===== src/design/swm_pkg.sv =====
`default_nettype none
// ----------------------------------------------------------------------------
// Sliding window minimum package
// Shared widths, default sizes and the command/status bundles that pass
// between the controller and the datapath.
// ----------------------------------------------------------------------------
package swm_pkg;

  localparam int WINDOW_MAX_DEF  = 64;
  localparam int VALUE_WIDTH_DEF = 16;

  // Window length register and sample position counter widths.
  localparam int CFG_W = 7;
  localparam int POS_W = 16;

  typedef struct packed {
    logic load;        // a request is accepted this cycle
    logic eval_first;  // first evaluation cycle of the current sample
    logic eval;        // evaluation cycle: head age check and tail pops
    logic push;        // sample is written and the result is registered
  } swm_cmd_t;

  typedef struct packed {
    logic tail_pop;    // the tail entry is popped this cycle
  } swm_sts_t;

endpackage : swm_pkg
`default_nettype wire


===== src/design/swm_ctrl.sv =====
`default_nettype none
// ----------------------------------------------------------------------------
// Sliding window minimum controller
// Sequences accept, evaluation (head age check and tail pops) and push,
// and owns the result valid flag.
// ----------------------------------------------------------------------------
module swm_ctrl import swm_pkg::*; (
  input  logic     clk,
  input  logic     rst_n,
  input  logic     in_valid,
  output logic     in_ready,
  output logic     out_valid,
  input  logic     out_ready,
  input  swm_sts_t sts,
  output swm_cmd_t cmd
);

  localparam logic [1:0] S_IDLE = 2'd0;
  localparam logic [1:0] S_EVAL = 2'd1;
  localparam logic [1:0] S_PUSH = 2'd2;

  logic [1:0] state_r, state_nxt;
  logic       first_r, first_nxt;
  logic       out_valid_r, out_valid_nxt;
  logic       out_free;
  logic       load;
  logic       push;

  always_comb begin
    out_free = !out_valid_r || out_ready;
    push     = (state_r == S_PUSH) && out_free;
    // The next request is taken in the same cycle as the current push.
    in_ready = (state_r == S_IDLE) || push;
    load     = in_valid && in_ready;

    state_nxt = state_r;
    unique case (state_r)
      S_IDLE: begin
        if (load) begin
          state_nxt = S_EVAL;
        end
      end
      S_EVAL: begin
        if (!sts.tail_pop) begin
          state_nxt = S_PUSH;
        end
      end
      S_PUSH: begin
        if (push) begin
          state_nxt = load ? S_EVAL : S_IDLE;
        end
      end
      default: begin
        state_nxt = S_IDLE;
      end
    endcase

    first_nxt = load ? 1'b1 : ((state_r == S_EVAL) ? 1'b0 : first_r);

    out_valid_nxt = out_valid_r;
    if (push) begin
      out_valid_nxt = 1'b1;
    end else if (out_ready) begin
      out_valid_nxt = 1'b0;
    end

    cmd.load       = load;
    cmd.eval       = (state_r == S_EVAL);
    cmd.eval_first = (state_r == S_EVAL) && first_r;
    cmd.push       = push;
  end

  always_ff @(posedge clk) begin
    if (!rst_n) begin
      state_r     <= S_IDLE;
      first_r     <= 1'b0;
      out_valid_r <= 1'b0;
    end else begin
      state_r     <= state_nxt;
      first_r     <= first_nxt;
      out_valid_r <= out_valid_nxt;
    end
  end

  assign out_valid = out_valid_r;

endmodule : swm_ctrl
`default_nettype wire


===== config.mk =====
export PLATFORM = sky130hd
export DESIGN_NAME = swm_ctrl
export DESIGN_NICKNAME = d
export VERILOG_FILES = /design/src/design/swm_pkg.sv /design/src/design/swm_ctrl.sv
export SDC_FILE = /design/constraint.sdc
export NUM_CORES = 1
export LEC_CHECK = 0
export ABC_CLOCK_PERIOD_IN_PS = 1320
export BUFFER_PORTS_ARGS = -buffer_cell sky130_fd_sc_hd__buf_2
export CORE_AREA = 10 10 47 49
export CTS_CLUSTER_DIAMETER = 200
export DETAILED_ROUTE_END_ITERATION = 6
export DIE_AREA = 0 0 57 59
export MAX_ROUTING_LAYER = met4
export PLACE_DENSITY = 0.38
export SYNTH_ARGS = -nofsm -noshare
export SYNTH_HDL_FRONTEND = slang
export SYNTH_SLANG_ARGS = --single-unit

===== constraint.sdc =====
create_clock -name clk -period 1.32 [get_ports clk]
set_clock_uncertainty 0.05 [all_clocks]
set_input_delay 0.264 -clock clk [delete_from_list [all_inputs] [get_ports clk]]
set_output_delay 0.264 -clock clk [all_outputs]
set_load 0.01 [all_outputs]

==> results.md, run 1 <==
- Top cells by area, synth: dfxtp_1, nand2b_1, a21oi_1
- Worst-Skew Late Latency: 0.23 ns
- Mapped Cells: 27
- Worst min path class: in -> reg
- CTS sink cnt: 4
- Hold Buf Count CTS: 0
- Initial Util: 17.05%
- Longest Clk Path Bufs: 2
- Drt pass-1 iters: 2
- Critical path, cell by cell: nor2b_4 -> and2_1 -> buf_2
- CP Capture Type: output port
- Synth Cell Area: 239.0 µm²
- ANT cells: 0
- Nets: 48
- Yosys top cell area share: 33.51%
- Area leader, netlist: dfxtp_1
- Post-Synthesis Net Count: 32
- Chip Width: 57 µm
- Dpl hpwl: 508.9 µm
- Switching share of power: 25.93%
- Die area: 3363 µm²
- Root Driver: clkbuf_4
- Clock buffer count from CTS: 3
- Required time worst endpoint: 1.01 ns
- Final GP Congestion: 0.7212
- Share of total power in the clock network: 38.6%
- Max transition margin: 84.51%
- CTS tree: yes
- Largest net degree at the start of global routing: 10
- Final Hold Slack: 0.2529 ns
- # DRC: 0
- Final Hold Fails: 0
- Gr ovfl total: 0
- Status: completed
- CTS clock-pin slew for the worst setup and hold paths: 0.03 ns
- Core ar.: 1401 µm²
- Port bufs: 10
- Setup violations, final: 0
- Ports: 11
- Antenna violations before repair: 0
- Largest delay contributor family on the critical path: flip-flops
- Internal power: 0.2868 mW
- VDD IR-drop max: 419.4 µV
- Maximum fanout along the worst path: 5
- Psw: 0.1004 mW
- Flop pwr share: 36.8%
- GR Util All Layers: 4.255%
- Register bit count reported by yosys: 4
- Vias per cell: 4.140
- Least-Margin Pin Slew: 0.2293 ns
- Startpoint Class: register
- Synth-to-Final Area Change: 59.16%
- Comb pwr share: 24.5%
- WL/cell: 11.75 µm
- Initial DRC count: 1
- H-tree Lvls: 1
- Post-route ant nets: 0
- Mean post-synth cell area: 8.851 µm²
- Layout cells sized above 1: 58.54%
- Achievable Freq: 786.9 MHz
- Pleak: 0.1803 nW
- Vias in the first global route: 250
- CP Buf/Inv Count: 1
- Final min period: 1.271 ns
- Cell variety after synth: 18
- Final period util: 96.27%
- Setup TNS: 0 ns
- Register area share after synthesis: 33.51%
- Detailed Route WL: 670 µm
- Vias: 236
- Maxcap violations: 0
- Power per standard cell area: 1018 nW/µm²
- Die height: 59 µm
- First-pass GRT wire length: 1076 µm
- Slowest CP cell: dfxtp_4
- Max stage delay on crit path: 0.34 ns
- Util after Layout: 27.14%
- YS warnings: 0
- Slew Limit Fails: 0
- Arr. time, crit path: 0.96 ns
- Critical path start-end classification: reg -> out
- Row count: 14
## per-layer routing
layer / vias up / wire (µm) / GRT usage, %
li1: 124 / - / -
met3: 0 / 29 / 1.931
met1: 104 / 304 / 4.604
met5: - / 0 / -
met4: 0 / 0 / 2.013
met2: 8 / 336 / 6.512
## cell usage after synthesis
master,n
dfxtp_1,4
nor3_1,1
a21boi_0,1
o32ai_1,1
mux2i_1,1
and2_1,1
a21oi_1,3
nor2b_2,1
o21ai_0,1
nor4bb_1,1
buf_4,2
inv_1,1
a21oi_2,1
nand4bb_1,1
nor2_1,1
nand2b_1,4
nor2b_1,1
or3b_1,1
## worst register-to-register path, cell delays in order, from the launching register on
cell and delay, ns:
dfxtp_4 0.35, buf_4 0.13, or3b_1 0.36, a21oi_2 0.12
## worst paths after layout
kind / cells after the start / slack [ns] / end / startpoint
worst max-delay path: 3 / 0.05 / cmd[2] / state_r[0]
worst min-delay path: 3 / 0.25 / state_r[0] / rst_n
worst max register to register: 3 / 0.24 / state_r[1] / state_r[0]
worst min register to register: 2 / 0.52 / out_valid / state_r[1]
## kinds of logic (layout without fill, tap and decap cells)
kind of cell | count (synthesis) | in the layout | share of synthesized area (%)
flops | 4 | 4 | 33.51
simple gates | 12 | 12 | 35.60
mux | 1 | 1 | 4.189
buf+inv | 3 | 17 | 7.850
compound gates | 7 | 7 | 18.85
## flip-flops by register name, summed over array words and instances, names as in the netlist
| register | count |
|---|---|
| out_valid | 1 |
| first_r | 1 |
| state_r | 2 |
## per-stage QoR
| step | cell area [µm²] | std cells | setup WS [ns] | power (mW) |
|---|---|---|---|---|
| after CTS | 344.1 | 56 | 0.005258 | 0.3852 |
| after global placement | 301.5 | 52 | 0.1003 | 0.2178 |
| after global routing | 380.4 | 57 | -0.005030 | 0.4123 |
| final | 380.4 | 57 | 0.04924 | 0.3872 |
| after detailed placement | 301.5 | 52 | 0.09979 | 0.2185 |
| after floorplan | 239.0 | 27 | 0.1399 | 0.1915 |
## cells in the final DEF (no fill, tap or decap)
| cell | count |
|---|---|
| o32ai_1 | 1 |
| nand2b_1 | 3 |
| dfxtp_1 | 1 |
| nor3_1 | 1 |
| buf_4 | 2 |
| and2_1 | 1 |
| nand4bb_1 | 1 |
| a21oi_1 | 1 |
| or3b_1 | 1 |
| clkbuf_4 | 3 |
| a21boi_0 | 1 |
| mux2i_1 | 1 |
| nor2_1 | 1 |
| dfxtp_2 | 1 |
| nand2b_4 | 1 |
| buf_2 | 10 |
| o21ai_0 | 1 |
| inv_1 | 1 |
| dlymetal6s2s_1 | 1 |
| dfxtp_4 | 2 |
| a21oi_2 | 3 |
| nor4bb_1 | 1 |
| nor2b_4 | 2 |
## power groups by stage
stage	Clock [mW]	Sequential, mW	Combinational (mW)
after detailed placement	0	0.146	0.0724
after floorplan	0	0.143	0.0483
after global placement	0	0.147	0.0712
after CTS	0.160	0.142	0.0832
after global routing	0.162	0.144	0.107
final	0.150	0.143	0.0950
## final cells by class
class                      instances  area (µm²)
fill                             168        1021
multi-input combinational         20       167.7
sequential                         4       88.84
tap                               16       20.02
timing repair buffer              13       77.57
clock buffer                       3       22.52
inverter                           1       3.754
## timing repair
item | in CTS | in global routing
setup endpoints to repair | 4 | 4
pin swaps | 1 | 0
setup buffers | 1 | 1
gates resized for setup | 5 | 6
No activity file was read; power rests on OpenSTA's default activity.
==> run 2: changes to the inputs <==
--- a/config.mk
+++ b/config.mk
@@ -7,12 +7,14 @@
 export LEC_CHECK = 0
 export ABC_CLOCK_PERIOD_IN_PS = 1320
 export BUFFER_PORTS_ARGS = -buffer_cell sky130_fd_sc_hd__buf_2
-export CORE_AREA = 10 10 47 49
+export CORE_AREA = 2 2 39 41
+export CTS_BUF_LIST = sky130_fd_sc_hd__clkbuf_8
 export CTS_CLUSTER_DIAMETER = 200
 export DETAILED_ROUTE_END_ITERATION = 6
-export DIE_AREA = 0 0 57 59
+export DIE_AREA = 0 0 41 43
 export MAX_ROUTING_LAYER = met4
 export PLACE_DENSITY = 0.38
 export SYNTH_ARGS = -nofsm -noshare
 export SYNTH_HDL_FRONTEND = slang
 export SYNTH_SLANG_ARGS = --single-unit
+export TNS_END_PERCENT = 20
==> run 2 against run 1 <==
  * Die area down 48%
  * Critical path depth unchanged
  * Via count decreased by 4.2%
  * Largest power group unchanged
  * Highest routed layer unchanged
  * Largest cell class unchanged
==> results.md, run 2 (same netlist as run 1, synthesis figures left out) <==
- Setup Buffers After CTS: 0 (-1)
- Comb pwr share: 17.5% (-7.0 points)
- Internal power: 0.3750 mW (+31%)
- Clock buffer count from CTS: 3 (unchanged)
- Least-Margin Pin Slew: 0.2682 ns (+0.03889 ns)
- Die area: 1763 µm² (-48%)
- Nets: 46 (-4.2%)
- Most frequent cells in the layout: buf_2, nand2b_1, clkbuf_8
- Longest Clk Path Bufs: 2 (unchanged)
- Slew Limit Fails: 0 (unchanged)
- Setup violations, final: 0 (unchanged)
- Achievable Freq: 778.3 MHz (-1.1%)
- Psw: 0.1091 mW (+8.6%)
- Share of total power in the clock network: 52.1% (+14 points)
- Gr ovfl total: 0 (unchanged)
- Largest reg by FF count: state_r
- Non-Filler Instances: 55 (-3.5%)
- Critical path start-end classification: reg -> out
- GR Util All Layers: 8.436% (+4.2 points)
- Cell count after placement: 52 (unchanged)
- Number of flip-flops in the largest register: 2 (unchanged)
- Drt pass-1 iters: 2 (unchanged)
- Placed instance area: 301.5 µm² (unchanged)
- Status: completed
- Startpoint Class: register
- Initial Util: 17.27% (+0.22 points)
- Vias per cell: 4.109 (-0.76%)
- Root Driver: clkbuf_8
- Vias: 226 (-4.2%)
- CP Capture Type: output port
- Initial DRC count: 1 (unchanged)
- Max stage delay on crit path: 0.37 ns (+0.03 ns)
- H-tree Lvls: 1 (unchanged)
- Pleak: 0.1644 nW (-8.8%)
- Post-route ant nets: 0 (unchanged)
- Required time worst endpoint: 1.01 ns (about the same)
- Final GP Congestion: 0.6936 (-3.8%)
- Power per standard cell area: 1260 nW/µm² (+24%)
- Synth-to-Final Area Change: 60.73%
- Maxcap violations: 0 (unchanged)
- Final period util: 97.33% (+1.1 points)
- Port bufs: 10 (unchanged)
- Detailed Route WL: 596 µm (-11%)
- RSZ-0062 raised after global routing: yes
- Row count: 14 (unchanged)
- CTS sink cnt: 4 (unchanged)
- Slowest CP cell: dfxtp_4
- Chip Width: 41 µm (-28%)
- Worst-Skew Late Latency: 0.21 ns (-0.02 ns)
- CTS tree: yes
- Final Instance Area: 384.1 µm² (+0.99%)
- Ports: 11 (unchanged)
- ANT cells: 0 (unchanged)
- Max transition margin: 81.88% (-2.6 points)
- Die height: 43 µm (-27%)
- Hold Buf Count CTS: 0 (unchanged)
- Final min period: 1.285 ns (+0.01403 ns)
- Vias in the first global route: 237 (-5.2%)
- Layout cells sized above 1: 58.97% (+0.44 points)
- Core ar.: 1384 µm² (-1.2%)
- Final Hold Fails: 0 (unchanged)
- Critical path, cell by cell: nor2b_4 -> and2_4 -> buf_6
- Most common cell after layout, fill and taps aside: buf_2
- Arr. time, crit path: 0.97 ns (about the same)
- Flop pwr share: 30.4% (-6.4 points)
- VDD IR-drop max: 525.8 µV (+25%)
- Switching share of power: 22.53% (-3.4 points)
- CTS clock-pin slew for the worst setup and hold paths: 0.03 ns (about the same)
- Antenna violations before repair: 0 (unchanged)
- Maximum fanout along the worst path: 8 (+3)
- Dpl hpwl: 444.7 µm (-13%)
- WL/cell: 10.84 µm (-7.8%)
- Largest net degree at the start of global routing: 10 (unchanged)
- # DRC: 0 (unchanged)
- First-pass GRT wire length: 986 µm (-8.4%)
- Worst min path class: in -> reg
[run 2: cell count changes in the layout (fill, tap and decap cells not counted), sizes merged]
cell	change
dlymetal6s2s	-1
buf	-1
[run 2: what timing repair did]
item | in CTS | in global routing
hold endpoints to repair | 0 | 0
gates resized for setup | 5 | 7
setup endpoints to repair | 4 | 4
[run 2: metrics by stage]
step	total power [mW]	hold WS [ns]	utilization, %	setup WS [ns]	setup TNS (ns)
2_1_floorplan	0.1915	0.3550	-	0.1399	0
3_3_place_gp	0.2173	0.5032	21.79	0.1526	0
3_5_place_dp	0.2182	0.5017	21.79	0.1417	0
4_1_cts	0.4841	0.2793	25.68	0.02253	0
5_1_grt	0.5150	0.2917	27.76	-0.004136	-0.006605
6_report	0.4840	0.2803	27.76	0.03520	0
[run 2: cell type report]
class / count / area [µm²]
Fill cell: 155 / 999.7
Multi-Input combinational cell: 20 / 166.4
Timing Repair Buffer: 11 / 63.81
Inverter: 1 / 3.754
Tap cell: 16 / 20.02
Sequential cell: 4 / 88.84
Clock buffer: 3 / 41.29
[run 2: final timing paths]
kind | end | slack, ns | cells after the start | start
setup / recovery | cmd[2] | 0.04 | 3 | state_r[0]
hold / removal | state_r[0] | 0.28 | 3 | rst_n
setup reg to reg | state_r[1] | 0.32 | 2 | state_r[1]
hold reg to reg | out_valid | 0.53 | 2 | state_r[1]
[run 2: routing by layer]
layer / vias up / global-route usage, % / routed length (µm)
met5: - / - / 0
met1: 100 / 10.61 / 267
met4: 0 / 0 / 0
met3: 0 / 6.283 / 54
met2: 8 / 11.56 / 274
li1: 118 / - / -
[run 2: power groups by stage]
stage	sequential, mW	combinational (mW)	clock [mW]
after detailed placement	0.147	0.0714	0
final	0.147	0.0847	0.252
after floorplan	0.143	0.0483	0
after CTS	0.147	0.0751	0.262
after global routing	0.150	0.0926	0.273
after global placement	0.146	0.0710	0
[run 2: worst max-delay path, delay by kind of cell, from the launching register on]
kind / cells / cell delay [ns]
flops: 1 / 0.37
buf+inv: 1 / 0.09
simple gates: 2 / 0.29
==> run 3: changes to the inputs <==
--- a/config.mk
+++ b/config.mk
@@ -13,7 +13,7 @@
 export DETAILED_ROUTE_END_ITERATION = 6
 export DIE_AREA = 0 0 41 43
 export MAX_ROUTING_LAYER = met4
-export PLACE_DENSITY = 0.38
+export PLACE_DENSITY = 0.43
 export SYNTH_ARGS = -nofsm -noshare
 export SYNTH_HDL_FRONTEND = slang
 export SYNTH_SLANG_ARGS = --single-unit
==> run 3 against run 2 <==
  * Via count increased by 0.44%
  * Count of clock-buffer cells in the layout unchanged
  * Die area unchanged
  * Cell count unchanged
  * Combinational power decreased by 7.9%
  * Critical path type unchanged
  * Largest power group unchanged
==> results.md, run 3 (same netlist as run 1, synthesis figures left out) <==
- Status: completed
- Slowest CP cell: dfxtp_4
- Final GP Congestion: 0.6032 (-13%)
- Fin worst setup slack: 0.05046 ns (+0.01526 ns)
- GR Util All Layers: 8.033% (-0.40 points)
- Vias: 227 (+0.44%)
- Largest reg by FF count: state_r
- Row count: 14 (unchanged)
- Most common cell after layout, fill and taps aside: buf_2
- Util after Layout: 26.58% (-1.2 points)
- CP Capture Type: output port
- Power per standard cell area: 1323 nW/µm² (+5.0%)
- Largest net degree at the start of global routing: 10 (unchanged)
- Max transition margin: 83.31% (+1.4 points)
- Slew Limit Fails: 0 (unchanged)
- Die area: 1763 µm² (unchanged)
- Initial DRC count: 1 (unchanged)
- ANT cells: 0 (unchanged)
- Core ar.: 1384 µm² (unchanged)
- First-pass GRT wire length: 821 µm (-17%)
- Setup violations, final: 0 (unchanged)
- Cell count after placement: 52 (unchanged)
- Gr ovfl total: 0 (unchanged)
- Antenna violations before repair: 0 (unchanged)
- RSZ-0062 raised after global routing: no
- Arr. time, crit path: 0.96 ns (about the same)
- Achievable Freq: 787.7 MHz (+1.2%)
- Final Instance Area: 367.9 µm² (-4.2%)
- Drt pass-1 iters: 2 (unchanged)
- Non-Filler Instances: 55 (unchanged)
- Longest Clk Path Bufs: 2 (unchanged)
- Total Power: 0.4866 mW (+0.54%)
- Worst-Skew Late Latency: 0.22 ns (about the same)
- Clock buffer count from CTS: 3 (unchanged)
- Vias per cell: 4.127 (+0.44%)
- Setup TNS: 0 ns (unchanged)
- Reg2Reg Depth: 2 (unchanged)
- Critical path, cell by cell: nor2b_4 -> and2_1 -> buf_2
- Nets: 46 (unchanged)
- Die height: 43 µm (unchanged)
- Root Driver: clkbuf_8
- VDD IR-drop max: 523.9 µV (-0.36%)
- H-tree Lvls: 1 (unchanged)
- Worst min path class: in -> reg
- WL/cell: 9.800 µm (-9.6%)
- Initial Util: 17.27% (unchanged)
- Ports: 11 (unchanged)
- Final Hold Fails: 0 (unchanged)
- Post-route ant nets: 0 (unchanged)
- CTS tree: yes
- Final period util: 96.18% (-1.2 points)
- CTS sink cnt: 4 (unchanged)
- Layout cells sized above 1: 51.28% (-7.7 points)
- Number of flip-flops in the largest register: 2 (unchanged)
- Worst hold stages: 3 (unchanged)
- CTS clock-pin slew for the worst setup and hold paths: 0.03 ns (about the same)
- Pre-CTS setup slack: 0.1131 ns (-0.02867 ns)
- Least-Margin Pin Slew: 0.2469 ns (-0.02123 ns)
- Final Hold Slack: 0.2619 ns (-0.01844 ns)
- Port bufs: 10 (unchanged)
- Most frequent cells in the layout: buf_2, a21oi_1, nand2b_1, clkbuf_8
- Placed instance area: 301.5 µm² (unchanged)
- Maximum fanout along the worst path: 8 (unchanged)
- Critical path start-end classification: reg -> out
- Max stage delay on crit path: 0.37 ns (about the same)
- Pleak: 0.1616 nW (-1.7%)
- Vias in the first global route: 188 (-21%)
- Chip Width: 41 µm (unchanged)
- Dpl hpwl: 384.6 µm (-14%)
- Required time worst endpoint: 1.01 ns (about the same)
- Detailed Route WL: 539 µm (-9.6%)
- Startpoint Class: register
- # DRC: 0 (unchanged)
- Final min period: 1.270 ns (-0.01526 ns)
- Maxcap violations: 0 (unchanged)
- Synth-to-Final Area Change: 53.93%
run 3: changes by cell type in the layout (fill, tap and decap cells not counted):
| cell | previous run | this run |
|---|---|---|
| dfxtp_4 | 2 | 1 |
| a21oi_1 | 2 | 3 |
| buf_6 | 1 | 0 |
| and2_4 | 1 | 0 |
| and2_1 | 0 | 1 |
| dfxtp_1 | 1 | 2 |
| buf_2 | 9 | 10 |
| a21oi_2 | 2 | 1 |
run 3: cell type report:
cell class	count	area, µm²
Clock buffer	3	41.29
Inverter	1	3.754
Multi-Input combinational cell	20	160.2
Timing Repair Buffer	11	57.56
Fill cell	153	1016
Tap cell	16	20.02
Sequential cell	4	85.08
run 3: worst max-delay path: cells and delay by family, from the launching register on:
family	cells	cell delay, ns
buffers and inverters	1	0.12
flip-flops	1	0.37
AND/OR/NAND/NOR	2	0.25
run 3: per-layer routing:
layer	share of wire, %	up-vias	track usage, %
li1	-	121	-
met1	42	99	7.742
met2	45	7	9.063
met3	13	0	9.948
met4	0	0	4.000
met5	0	-	-
run 3: where the power goes:
part	leakage, nW	switching (mW)	internal [mW]
combinational	0.106	0.0325	0.0455
sequential	0.0339	0.0140	0.133
clock	0.0216	0.0673	0.195
run 3: final timing paths:
kind	startpoint	to	slack [ns]
worst min-delay path	rst_n	state_r[0]	0.26
worst min register to register	state_r[1]	out_valid	0.53
worst max register to register	state_r[1]	state_r[1]	0.32
worst max-delay path	state_r[0]	cmd[2]	0.05
run 3: timing repair:
action / 4_1_cts / 5_1_grt
resized for setup: 3 / 4
pin swaps: 0 / 1
setup buffers: 0 / 0
hold buffers: 0 / 0
setup endpoints to repair: 4 / 3
